[config.mk]
export PLATFORM = sky130hd
export DESIGN_NAME = exhale_plateau_averager_flat
export DESIGN_NICKNAME = d
export VERILOG_FILES = /design/src/sv/epa_pkg.sv /design/src/sv/epa_in_if.sv /design/src/sv/epa_out_if.sv /design/src/sv/epa_cfg_if.sv /design/src/sv/exhale_plateau_averager.sv /design/src/sv/epa_cell.sv /design/src/flat_wrapper.sv
export SDC_FILE = /design/constraint.sdc
export NUM_CORES = 1
export LEC_CHECK = 0
export BUFFER_PORTS_ARGS = -buffer_cell sky130_fd_sc_hd__buf_2
export CAP_MARGIN = 15
export CORE_MARGIN = 3
export CORE_UTILIZATION = 40
export DETAILED_ROUTE_END_ITERATION = 10
export GPL_ROUTABILITY_DRIVEN = 0
export GPL_TIMING_DRIVEN = 0
export SETUP_SLACK_MARGIN = 0.2
export SLEW_MARGIN = 10
export SYNTH_ARGS = -nofsm -noshare
export SYNTH_HDL_FRONTEND = slang
export SYNTH_SLANG_ARGS = --single-unit
[constraint.sdc]
create_clock -name clk -period 6 [get_ports clk]
set_input_delay 0.9 -clock clk [delete_from_list [all_inputs] [get_ports clk]]
set_output_delay 0.9 -clock clk [all_outputs]
set_load 0.01 [all_outputs]
[src/sv/epa_pkg.sv]
// Shared types and constants for the exhale plateau averager.
package epa_pkg;

  // Field widths
  localparam int SAMPLE_W = 16;
  localparam int TIME_W   = 16;
  localparam int MEAN_W   = 15;
  localparam int SUM_W    = 32;
  localparam int COUNT_W  = 16;

  // Tap counts of the two averaging rings (1 to 16)
  localparam int VALVE_TAPS = 5;
  localparam int LEAK_TAPS  = 5;
  localparam int MAX_TAPS   = (VALVE_TAPS > LEAK_TAPS) ? VALVE_TAPS : LEAK_TAPS;
  localparam int TAP_CNT_W  = $clog2(MAX_TAPS + 1);

  // Accumulator, magnitude and reciprocal sizing for the valve ring
  localparam int VALVE_ACC_W = SAMPLE_W + $clog2(VALVE_TAPS);
  localparam int VALVE_MAG_W = VALVE_ACC_W - 1;
  localparam int VALVE_SHIFT = VALVE_MAG_W + $clog2(VALVE_TAPS);
  localparam int VALVE_RECIP = ((1 << VALVE_SHIFT) + VALVE_TAPS - 1) / VALVE_TAPS;
  localparam int VALVE_PROD_W = 2 * VALVE_MAG_W + 1;

  // Accumulator, magnitude and reciprocal sizing for the leak ring
  localparam int LEAK_ACC_W  = SAMPLE_W + $clog2(LEAK_TAPS);
  localparam int LEAK_MAG_W  = LEAK_ACC_W - 1;
  localparam int LEAK_SHIFT  = LEAK_MAG_W + $clog2(LEAK_TAPS);
  localparam int LEAK_RECIP  = ((1 << LEAK_SHIFT) + LEAK_TAPS - 1) / LEAK_TAPS;
  localparam int LEAK_PROD_W = 2 * LEAK_MAG_W + 1;

  localparam logic [TIME_W-1:0] LEAK_LIMIT_RESET = 16'd2500;

  typedef logic signed [SAMPLE_W-1:0] sample_t;

  typedef struct packed {
    logic signed [SAMPLE_W-1:0] patient_pressure;
    logic signed [SAMPLE_W-1:0] valve_pressure;
    logic signed [SAMPLE_W-1:0] inspiratory_flow;
    logic [TIME_W-1:0]          exhale_time;
    logic                       disconnect_flag;
    logic                       disconnect_alarm;
    logic                       restart_sum;
  } in_item_t;

  typedef struct packed {
    logic [MEAN_W-1:0]       valve_pressure_mean;
    logic [MEAN_W-1:0]       leak_flow_mean;
    logic signed [SUM_W-1:0] pressure_sum;
    logic [COUNT_W-1:0]      pressure_count;
  } out_item_t;

  typedef enum logic [1:0] {
    S_IDLE,
    S_ACC,
    S_MUL,
    S_OUT
  } state_t;

endpackage

[src/sv/epa_in_if.sv]
// Sample request channel carrying one exhalation tick.
interface epa_in_if;
  import epa_pkg::*;
  logic     valid;
  logic     ready;
  in_item_t data;
  modport source (output valid, output data, input ready);
  modport sink (input valid, input data, output ready);
endinterface

[src/sv/epa_out_if.sv]
// Result request channel carrying the averaged values.
interface epa_out_if;
  import epa_pkg::*;
  logic      valid;
  logic      ready;
  out_item_t data;
  modport source (output valid, output data, input ready);
  modport sink (input valid, input data, output ready);
endinterface

[src/sv/epa_cfg_if.sv]
// Configuration write channel for the leak time limit.
interface epa_cfg_if;
  import epa_pkg::*;
  logic              valid;
  logic              ready;
  logic [TIME_W-1:0] data;
  modport source (output valid, output data, input ready);
  modport sink (input valid, input data, output ready);
endinterface

[src/sv/exhale_plateau_averager.sv]
// Exhale plateau averager: tap rings, running sum and result register.
// Requests are taken only in the idle state, so a new request waits until the
// previous one has been rotated through the longer tap chain, multiplied and
// loaded into the result register.
// Reset (rst, synchronous): rings, sum, count and held leak mean clear to zero,
// the leak time limit returns to 2500, no result is pending.
module exhale_plateau_averager (
  input logic      clk,
  input logic      rst,
  epa_in_if.sink   samples,
  epa_out_if.source result,
  epa_cfg_if.sink  cfg
);
  import epa_pkg::*;

  state_t state, state_next;
  logic [TAP_CNT_W-1:0] cnt;
  logic in_ready, acc_en, mul_en, out_load;
  logic accept;

  logic [TIME_W-1:0] leak_limit;
  logic signed [SUM_W-1:0] sum_reg;
  logic [COUNT_W-1:0] count_reg;
  logic [MEAN_W-1:0] leak_held;
  logic leak_upd, leak_zero;
  logic leak_upd_in, disc_in;

  sample_t valve_q [VALVE_TAPS];
  sample_t valve_d [VALVE_TAPS];
  sample_t leak_q [LEAK_TAPS];
  sample_t leak_d [LEAK_TAPS];
  logic valve_shift, leak_shift, valve_rot, leak_rot;

  logic signed [VALVE_ACC_W-1:0] valve_acc;
  logic signed [LEAK_ACC_W-1:0]  leak_acc;
  logic [VALVE_MAG_W-1:0] valve_mag;
  logic [LEAK_MAG_W-1:0]  leak_mag;
  logic [VALVE_PROD_W-1:0] valve_prod;
  logic [LEAK_PROD_W-1:0]  leak_prod;
  logic [MEAN_W-1:0] valve_mean, leak_mean, leak_held_next;

  logic res_valid;
  out_item_t res_data;

  assign accept = samples.valid && in_ready;
  assign samples.ready = in_ready;
  assign cfg.ready = 1'b1;

  // Decode the leak decision of the incoming request
  assign disc_in = samples.data.disconnect_flag || samples.data.disconnect_alarm;
  assign leak_upd_in = !disc_in && (samples.data.exhale_time < leak_limit);

  // Next state
  always_comb begin
    state_next = state;
    unique case (state)
      S_IDLE: if (samples.valid) state_next = S_ACC;
      S_ACC:  if (cnt == TAP_CNT_W'(MAX_TAPS - 1)) state_next = S_MUL;
      S_MUL:  state_next = S_OUT;
      S_OUT:  if (!res_valid || result.ready) state_next = S_IDLE;
      default: state_next = S_IDLE;
    endcase
  end

  // Control outputs per state
  always_comb begin
    in_ready = 1'b0;
    acc_en   = 1'b0;
    mul_en   = 1'b0;
    out_load = 1'b0;
    unique case (state)
      S_IDLE: in_ready = 1'b1;
      S_ACC:  acc_en = 1'b1;
      S_MUL:  mul_en = 1'b1;
      S_OUT:  out_load = !res_valid || result.ready;
      default: in_ready = 1'b0;
    endcase
  end

  always_ff @(posedge clk) begin
    if (rst) begin
      state <= S_IDLE;
    end else begin
      state <= state_next;
    end
  end

  // Step the rotation counter
  always_ff @(posedge clk) begin
    if (rst) begin
      cnt <= '0;
    end else if (accept) begin
      cnt <= '0;
    end else if (acc_en) begin
      cnt <= cnt + 1'b1;
    end
  end

  // Hold the leak time limit
  always_ff @(posedge clk) begin
    if (rst) begin
      leak_limit <= LEAK_LIMIT_RESET;
    end else if (cfg.valid && cfg.ready) begin
      leak_limit <= cfg.data;
    end
  end

  // Update running sum and count, latch the leak decision
  always_ff @(posedge clk) begin
    if (rst) begin
      sum_reg   <= '0;
      count_reg <= '0;
      leak_upd  <= 1'b0;
      leak_zero <= 1'b0;
    end else if (accept) begin
      sum_reg <= (samples.data.restart_sum ? '0 : sum_reg)
                 + SUM_W'(samples.data.patient_pressure);
      count_reg <= (samples.data.restart_sum ? '0 : count_reg) + 1'b1;
      leak_upd  <= leak_upd_in;
      leak_zero <= disc_in;
    end
  end

  // Insert a new sample at the head, or rotate the tail back around
  assign valve_rot   = acc_en && (cnt < TAP_CNT_W'(VALVE_TAPS));
  assign leak_rot    = acc_en && (cnt < TAP_CNT_W'(LEAK_TAPS));
  assign valve_shift = accept || valve_rot;
  assign leak_shift  = (accept && leak_upd_in) || leak_rot;

  for (genvar i = 0; i < VALVE_TAPS; i++) begin : g_valve
    if (i == 0) begin : g_head
      assign valve_d[i] = accept ? samples.data.valve_pressure : valve_q[VALVE_TAPS-1];
    end else begin : g_body
      assign valve_d[i] = valve_q[i-1];
    end
    epa_cell u_cell (
      .clk   (clk),
      .rst   (rst),
      .shift (valve_shift),
      .d     (valve_d[i]),
      .q     (valve_q[i])
    );
  end

  for (genvar i = 0; i < LEAK_TAPS; i++) begin : g_leak
    if (i == 0) begin : g_head
      assign leak_d[i] = accept ? samples.data.inspiratory_flow : leak_q[LEAK_TAPS-1];
    end else begin : g_body
      assign leak_d[i] = leak_q[i-1];
    end
    epa_cell u_cell (
      .clk   (clk),
      .rst   (rst),
      .shift (leak_shift),
      .d     (leak_d[i]),
      .q     (leak_q[i])
    );
  end

  // Accumulate the tail cell while the ring rotates
  always_ff @(posedge clk) begin
    if (accept) begin
      valve_acc <= '0;
      leak_acc  <= '0;
    end else begin
      if (valve_rot) valve_acc <= valve_acc + VALVE_ACC_W'(valve_q[VALVE_TAPS-1]);
      if (leak_rot)  leak_acc  <= leak_acc + LEAK_ACC_W'(leak_q[LEAK_TAPS-1]);
    end
  end

  // Clamp negatives, then divide by the tap count through a reciprocal
  assign valve_mag = valve_acc[VALVE_ACC_W-1] ? '0 : valve_acc[VALVE_MAG_W-1:0];
  assign leak_mag  = leak_acc[LEAK_ACC_W-1] ? '0 : leak_acc[LEAK_MAG_W-1:0];

  always_ff @(posedge clk) begin
    if (mul_en) begin
      valve_prod <= VALVE_PROD_W'(valve_mag) * VALVE_PROD_W'(VALVE_RECIP);
      leak_prod  <= LEAK_PROD_W'(leak_mag) * LEAK_PROD_W'(LEAK_RECIP);
    end
  end

  assign valve_mean = valve_prod[VALVE_SHIFT +: MEAN_W];
  assign leak_mean  = leak_prod[LEAK_SHIFT +: MEAN_W];

  // Zero on disconnection, refresh below the limit, otherwise hold
  always_comb begin
    if (leak_zero) begin
      leak_held_next = '0;
    end else if (leak_upd) begin
      leak_held_next = leak_mean;
    end else begin
      leak_held_next = leak_held;
    end
  end

  always_ff @(posedge clk) begin
    if (rst) begin
      leak_held <= '0;
    end else if (out_load) begin
      leak_held <= leak_held_next;
    end
  end

  // Result register
  always_ff @(posedge clk) begin
    if (rst) begin
      res_valid <= 1'b0;
    end else if (out_load) begin
      res_valid <= 1'b1;
    end else if (result.ready) begin
      res_valid <= 1'b0;
    end
  end

  always_ff @(posedge clk) begin
    if (out_load) begin
      res_data.valve_pressure_mean <= valve_mean;
      res_data.leak_flow_mean      <= leak_held_next;
      res_data.pressure_sum        <= sum_reg;
      res_data.pressure_count      <= count_reg;
    end
  end

  assign result.valid = res_valid;
  assign result.data  = res_data;

`ifndef SYNTHESIS
  a_accept_clears: assert property (@(posedge clk) disable iff (rst)
    accept |=> (cnt == '0) && (valve_acc == '0) && (leak_acc == '0))
    else $error("accumulators not cleared after request");

  a_full_rotation: assert property (@(posedge clk) disable iff (rst)
    (state == S_MUL) |-> ($past(state) == S_ACC)
                         && ($past(cnt) == TAP_CNT_W'(MAX_TAPS - 1)))
    else $error("multiply entered before full rotation");

  a_load_done: assert property (@(posedge clk) disable iff (rst)
    out_load |=> result.valid && (state == S_IDLE))
    else $error("result not presented after load");
`endif

endmodule

[src/sv/epa_cell.sv]
// One tap cell of an averaging ring: holds a sample and passes it on.
module epa_cell (
  input  logic             clk,
  input  logic             rst,
  input  logic             shift,
  input  epa_pkg::sample_t d,
  output epa_pkg::sample_t q
);
  import epa_pkg::*;

  // Take the neighbor's sample on a shift
  always_ff @(posedge clk) begin
    if (rst) begin
      q <= '0;
    end else if (shift) begin
      q <= d;
    end
  end

endmodule

[src/flat_wrapper.sv]
// flat-port wrapper written by rule: the top's interface ports become plain ports
module exhale_plateau_averager_flat import epa_pkg::*;
  (clk, rst, samples_valid, samples_data, samples_ready, result_valid, result_data, result_ready, cfg_valid, cfg_data, cfg_ready);
  epa_in_if samples_i ();
  epa_out_if result_i ();
  epa_cfg_if cfg_i ();
  input logic clk;
  input logic rst;
  input wire logic [$bits(samples_i.valid)-1:0] samples_valid;
  input wire logic [$bits(samples_i.data)-1:0] samples_data;
  output wire logic [$bits(samples_i.ready)-1:0] samples_ready;
  output wire logic [$bits(result_i.valid)-1:0] result_valid;
  output wire logic [$bits(result_i.data)-1:0] result_data;
  input wire logic [$bits(result_i.ready)-1:0] result_ready;
  input wire logic [$bits(cfg_i.valid)-1:0] cfg_valid;
  input wire logic [$bits(cfg_i.data)-1:0] cfg_data;
  output wire logic [$bits(cfg_i.ready)-1:0] cfg_ready;
  assign samples_i.valid = samples_valid;
  assign samples_i.data = samples_data;
  assign samples_ready = samples_i.ready;
  assign result_valid = result_i.valid;
  assign result_data = result_i.data;
  assign result_i.ready = result_ready;
  assign cfg_i.valid = cfg_valid;
  assign cfg_i.data = cfg_data;
  assign cfg_ready = cfg_i.ready;
  exhale_plateau_averager u_core (.clk(clk), .rst(rst), .samples(samples_i), .result(result_i), .cfg(cfg_i));
endmodule
==> qor.yml, run 1 <==
status:
  status: "complete, but fails checks"
  violations: "setup timing"
global_routing:
  grt_pass1_wl_mm: 111
  antenna_found_initial: 2
  grt_usage_pct: 19.5
  grt_overflow: 0
  grt_max_degree: 55
  grt_pass1_vias: 20600
route:
  drt_iter0_markers: 1253
  drc_errors: 0
  num_vias: 20900
  dr.pass1.iters: 5
  wire_per_inst_um: 16.7
  postRouteWirelength_mm: 69.8
  ant_nets: 0
  avgViaCountPerCell: 5.01
setup_path:
  rr_startpoint: "u_core.leak_acc[18]"
  crit_arrival_ps: 6490
  crit_path_start_kind: "flip-flop"
  cp_common_cell: "fa_1"
  cp-end-kind: "flip-flop"
  cp_top_family: "adder cells"
  path_max_fanout: 6
  crit_type: "reg -> reg"
  cpMaxStageDelayCell: "fa_2"
  crit_path_start: "u_core.leak_acc[18]"
  required_ps: 6330
  path_cells: "clkbuf_16, clkbuf_16, nor2b_4, ha_4, inv_2, xnor2_2, fa_2, fa_1, fa_1, inv_1, fa_1, fa_1, ha_4, a21oi_2, o21ai_2, a221oi_2, nand2_1, o211ai_1, a31oi_2, a221o_2, buf_4, buf_6, xor2_2"
  slowest_delay_ps: 550
  cp.buffers_inverters: 6
final_layout:
  final_cells: 4168
  fin_area_sq_mm: 0.0322
  syn_to_final_growth_pct: 18.3
  drive_gt1_share_pct: 15.0
  nets: 3879
synthesis:
  async_flop_share_pct: 0
  ys_ff_latch: 393
  synthCells: 2978
  synth_top_area_share_pct: 20.9
  synth.avg_cell_area_sq_um: 9.16
  synth_edf_count: 108
  synthTopCellsByArea: "dfxtp_1 21%, ha_1 15%, fa_1 15%"
  synth_top_family_by_area: "adder cells"
  synth_compound_area_share_pct: 12.3
  ys.flop_type: "dfxtp_1"
  ys_types: 69
  yosysSeqAreaShare_pct: 32.8
  synthesis.nets: 3597
  yosys.area_share.simple_pct: 13.8
  synth_adder_area_share_pct: 29.8
  synthesis.area_sq_mm: 0.0273
  yosys_warnings: 0
  yosys.area_share.xor_xnor_pct: 2.92
  synth_mux_area_share_pct: 1.18
  synth_area_leader_cell: "dfxtp_1"
die:
  floorplan.rows: 95
  initial_core_util_pct: 40.5
  io_pins: 169
  die_y_um: 267
  die_x_um: 267
  dieArea_sq_mm: 0.0713
  core-area_sq_mm: 0.0674
clock_tree:
  clock-sinks: 393
  cts.clk_slew.worst_paths_ps: 60
  root_buffer: "clkbuf_16"
  ctsHoldBuffers: 0
  insertion_delay_ps: 590
  htreeDepth: 2
  cts_buffers: 43
  cts_tree: "yes"
  clockBufferDepth: 3
sta:
  fmax_ghz: 0.162
  max_slew.worst_pin.slew_ps: 1030
  fin_crit_ps: 6160
  rsz0062_at_grt: "yes"
  holdWs_ps: 415
  setup_viol: 5
  relSlewSlack_pct: 31.3
  hold_viol_final: 0
  fin_crit_sh_pct: 103
  skew_ps: 23.1
  drv_slew: 0
  fin_ws_ps: -159
placed_design:
  placed_area_sq_mm: 0.0295
  dp_cells: 4019
  numPortBuffers: 166
  dp.final_hpwl_mm: 54.2
pwr:
  ir_drop_mv: 0.241
  p_per_area_mw_per_mm2: 282
  leakagePower_uw: 0.0145
min_path:
  hp-start: "u_core.valve_prod[25]"
  hp-class: "reg -> reg"
flow_run:
  cap_violations: 0
-- metrics by stage --
stage	worst slack [ps]	TNS, ps	power (uW)	util (%)
after floorplan	188	0	5390	-
after global placement	-542	-21340	6320	43.7
after detailed placement	-566	-6080	6350	43.8
after CTS	-196	-624	9090	46.8
after global routing	-391	-2660	9720	47.8
final	-159	-586	9100	47.8
-- where the power goes --
group | switching (uW) | internal (uW)
clock | 1150 | 1480
sequential | 191 | 3130
combinational | 2070 | 1080
total | 3410 | 5690
-- layout by cell type (no fill, tap or decap), types with 11 or more instances in the layout --
cell,n
o211ai_1,17
ha_1,291
nor3_1,25
fa_2,16
inv_2,22
xor2_1,28
nand4_1,12
edfxtp_1,108
buf_2,177
nor2b_1,53
buf_4,54
a21o_1,41
a211oi_1,16
nand2b_1,21
a31oi_1,11
o21ai_0,55
nor2b_4,19
ha_4,33
a21oi_2,15
xnor2_1,59
fa_1,182
buf_6,15
dfxtp_1,283
nand2_1,497
nand3_1,27
a311oi_1,33
nor2_1,156
inv_1,373
clkbuf_16,46
mux2i_1,31
clkbuf_1,98
a21oi_1,267
o21a_1,15
-- cells by family after synthesis --
| logic type | Yosys count |
|---|---|
| and+or+nand+nor | 871 |
| AOI/OAI and AO/OA | 545 |
| adders and majority gates | 531 |
| buffers and inverters | 514 |
| DFF | 393 |
| xor gates and xnor gates | 91 |
| muxes | 32 |
| other | 1 |
-- cells in the mapped netlist (3+ instances only) --
master / n
nand2_1: 498
inv_1: 401
ha_1: 333
dfxtp_1: 285
a21oi_1: 282
fa_1: 198
nor2_1: 161
edfxtp_1: 108
clkbuf_1: 92
nor2b_1: 74
o21ai_0: 63
xnor2_1: 62
a21o_1: 41
a311oi_1: 33
mux2i_1: 31
nand2b_1: 31
xor2_1: 29
nand3_1: 27
nor3_1: 26
o211ai_1: 17
a211oi_1: 16
o21a_1: 15
a31oi_1: 12
nand4_1: 12
and3_1: 11
buf_2: 11
o31ai_1: 9
and2_1: 8
buf_1: 8
or3_1: 8
o21bai_1: 6
o21ai_1: 5
o31a_1: 5
or2_2: 5
a221oi_1: 4
a22oi_1: 4
nor3b_1: 3
o311a_1: 3
-- cell type report --
type | instances | area [sq um]
diodes | 2 | 5.00
well taps | 873 | 1090
repair buffers | 237 | 1470
clock inverters | 21 | 219
plain buffers | 113 | 514
flip-flops and latches | 393 | 8960
multi-input cells | 2071 | 17300
fillers | 6415 | 35100
inverters | 401 | 1520
clock buffers | 57 | 1170
-- worst paths after layout --
path	to	slack (ps)	cells past startpoint
worst min-delay path	u_core.result.data[67]	420	0
worst max register to register	u_core.leak_prod[33]	-160	23
worst min register to register	u_core.result.data[67]	420	0
worst max-delay path	u_core.leak_prod[33]	-160	23
-- layer usage --
layer	vias to the layer above	part of all wire (%)	track usage, %
met5	-	0	0
met4	0	3.1	6.39
met3	98	4.0	2.47
met2	388	47	32.3
met1	9976	46	26.6
li1	10400	-	-
-- what timing repair did --
item,4_1_cts,5_1_grt
gates cloned,3,1
resized for setup,84,105
buffers inserted,33,32
pin swaps,34,74
setup endpoints to repair,26,27
No activity file was read; power rests on OpenSTA's default activity.
==> run 2, diff against run 1 <==
CORE_MARGIN = default   (was 3)
==> run 2 against run 1 <==
Net effect:
- the flow still finishes with violations (setup timing)
- register-to-register slack improved by 60 ps
- non-clock buffer count fell by 2
- count of clock-buffer cells in the layout grew 2
- sequential power is essentially flat
- critical path depth stayed put
- cell area fell by 0.19%
- sequential share of layout area hardly changed
==> qor.yml, run 2 (synthesized netlist as in run 1, its figures left out) <==
status:
  status: "complete, but fails checks"  # unchanged
  violations: "setup timing"  # unchanged
sta:
  drv_slew: 0  # unchanged
  setup_viol: 6  # was 5
  tns_ps: -455  # was -586 ps
  fmax_ghz: 0.164  # was 0.162 GHz
  skew_ps: 15.0  # was 23.1 ps
  fin_crit_sh_pct: 102  # was 103%
  relSlewSlack_pct: 35.4  # was 31.3%
  rsz0062_at_grt: "yes"  # unchanged
  max_slew.worst_pin.slew_ps: 970  # was 1030 ps
  fin_ws_ps: -103  # was -159 ps
  hold_viol_final: 0  # unchanged
  fin_crit_ps: 6100  # was 6160 ps
setup_path:
  path_max_fanout: 6  # unchanged
  cp-end-kind: "flip-flop"  # unchanged
  cpMaxStageDelayCell: "fa_1"  # was fa_2
  cp_top_family: "adder cells"  # unchanged
  required_ps: 6320  # was 6330 ps
  crit_type: "reg -> reg"  # unchanged
  path_cells: "clkbuf_16, clkbuf_16, nor2b_4, ha_4, fa_2, fa_1, buf_6, fa_1, inv_2, fa_1, fa_1, inv_2, ha_4, nand4_1, inv_1, a221oi_2, nand2_1, o211ai_1, a31oi_2, a221o_2, buf_4, buf_6, xor2_1"  # was clkbuf_16, clkbuf_16, nor2b_4, ha_4, inv_2, xnor2_2, fa_2, fa_1, fa_1, inv_1, fa_1, fa_1, ha_4, a21oi_2, o21ai_2, a221oi_2, nand2_1, o211ai_1, a31oi_2, a221o_2, buf_4, buf_6, xor2_2
  slowest_delay_ps: 570  # was 550 ps
  crit_arrival_ps: 6420  # was 6490 ps
  cp_common_cell: "fa_1"  # unchanged
  cp.buffers_inverters: 8  # was 6
  crit_path_start_kind: "flip-flop"  # unchanged
final_layout:
  final_common_cell: "nand2_1"  # unchanged
  final_cells: 4163  # was 4,168
  syn_to_final_growth_pct: 18.0  # was 18.3%
  fin_area_sq_mm: 0.0322  # about the same
  drive_gt1_share_pct: 14.7  # was 15.0%
  nets: 3877  # was 3,879
  post-route-util_pct: 47.8  # about the same
  layout_common_cells: "497 x nand2_1, 376 x inv_1, 295 x ha_1, 283 x dfxtp_1, 267 x a21oi_1"  # was 497 x nand2_1, 373 x inv_1, 291 x ha_1, 283 x dfxtp_1, 267 x a21oi_1
die:
  dieArea_sq_mm: 0.0692  # was 0.0713 sq mm
  core-area_sq_mm: 0.0673  # was 0.0674 sq mm
  floorplan.rows: 95  # unchanged
  io_pins: 169  # unchanged
  initial_core_util_pct: 40.5  # about the same
  die_y_um: 263  # was 267 um
  die_x_um: 263  # was 267 um
route:
  dr.pass1.iters: 6  # was 5
  avgViaCountPerCell: 4.99  # was 5.01
  wire_per_inst_um: 16.5  # was 16.7 um
  ant_nets: 0  # unchanged
  num_vias: 20800  # was 20,900
  drc_errors: 0  # unchanged
  drt_iter0_markers: 990  # was 1,253
  postRouteWirelength_mm: 68.6  # was 69.8 mm
pwr:
  p_per_area_mw_per_mm2: 284  # was 282 mW/mm^2
  ir_drop_mv: 0.205  # was 0.241 mV
  leakagePower_uw: 0.0145  # about the same
global_routing:
  antenna_found_initial: 1  # was 2
  grt_pass1_vias: 20600  # about the same
  grt_pass1_wl_mm: 110  # was 111 mm
  grt_usage_pct: 19.9  # was 19.5%
  grt_overflow: 0  # unchanged
  grt_max_degree: 55  # unchanged
clock_tree:
  cts_buffers: 43  # unchanged
  root_buffer: "clkbuf_16"  # unchanged
  cts.clk_slew.worst_paths_ps: 60  # about the same
  insertion_delay_ps: 580  # was 590 ps
  cts_tree: "yes"  # unchanged
  ctsHoldBuffers: 0  # unchanged
  htreeDepth: 2  # unchanged
  clock-sinks: 393  # unchanged
  clockBufferDepth: 3  # unchanged
placed_design:
  dp.final_hpwl_mm: 53.8  # was 54.2 mm
  dp_slack_ps: -610  # was -566 ps
  placed_area_sq_mm: 0.0295  # unchanged
  dp_cells: 4019  # unchanged
  numPortBuffers: 166  # unchanged
flow_run:
  cap_violations: 0  # unchanged
min_path:
  hp-class: "reg -> reg"  # unchanged
## run 2: changes by cell type in the layout (fill, tap and decap cells not counted), moves of 4 or more
cell | before | now
clkbuf_8 | 3 | 7
fa_2 | 16 | 12
buf_6 | 15 | 7
o21ai_1 | 10 | 6
clkinvlp_4 | 8 | 3
fa_1 | 182 | 186
buf_4 | 54 | 58
ha_1 | 291 | 295
## run 2: worst reg2reg max path, delay by kind of cell, from the launching register on
family          cells  cell delay, ps
xor+xnor            1             130
buf+inv             8             860
flops               1             330
simple gates        3             380
compound gates      4            1150
fa+ha+maj           7            3000
## run 2: power breakdown
group	total (uW)	switching [uW]	internal (uW)
Combinational	3150	2070	1080
Clock	2660	1100	1550
Sequential	3330	192	3140
## run 2: path summary, 6_finish.rpt
| check | start | endpoint | slack (ps) | cells past startpoint |
|---|---|---|---|---|
| max | u_core.leak_acc[18] | u_core.leak_prod[33] | -100 | 23 |
| min | u_core.valve_prod[35] | u_core.result.data[77] | 420 | 0 |
| max reg2reg | u_core.leak_acc[18] | u_core.leak_prod[33] | -100 | 23 |
| min reg2reg | u_core.valve_prod[35] | u_core.result.data[77] | 420 | 0 |
## run 2: final cells by class
| class | count | area, sq um |
|---|---|---|
| tap | 873 | 1090 |
| fill | 6408 | 35100 |
| multi-input combinational | 2071 | 17200 |
| clock buffer | 59 | 1220 |
| buffer | 113 | 513 |
| sequential | 393 | 8950 |
| inverter | 401 | 1520 |
| timing repair buffer | 235 | 1460 |
| clock inverter | 17 | 183 |
| antenna | 1 | 2.50 |
## run 2: per-layer routing
metal / up-vias / routed length [um] / track usage [%]
met4: 0 / 1510 / 4.87
met5: - / 0 / 0
met2: 380 / 32800 / 33.9
li1: 10400 / - / -
met1: 9897 / 31700 / 26.8
met3: 80 / 2570 / 2.51
## run 2: through the flow
step                      hold slack, ps  total power [uW]
after floorplan                      400              5390
after CTS                            417              9100
final                                416              9130
after detailed placement             405              6350
after global routing                 424              9740
after global placement               401              6310
## run 2: timing repair
| item | in CTS | in global routing |
|---|---|---|
| gates resized for setup | 89 | 78 |
| buffers inserted | 32 | 32 |
| setup endpoints to repair | 26 | 21 |
| pin swaps | 45 | 57 |
| cloned | 3 | 0 |
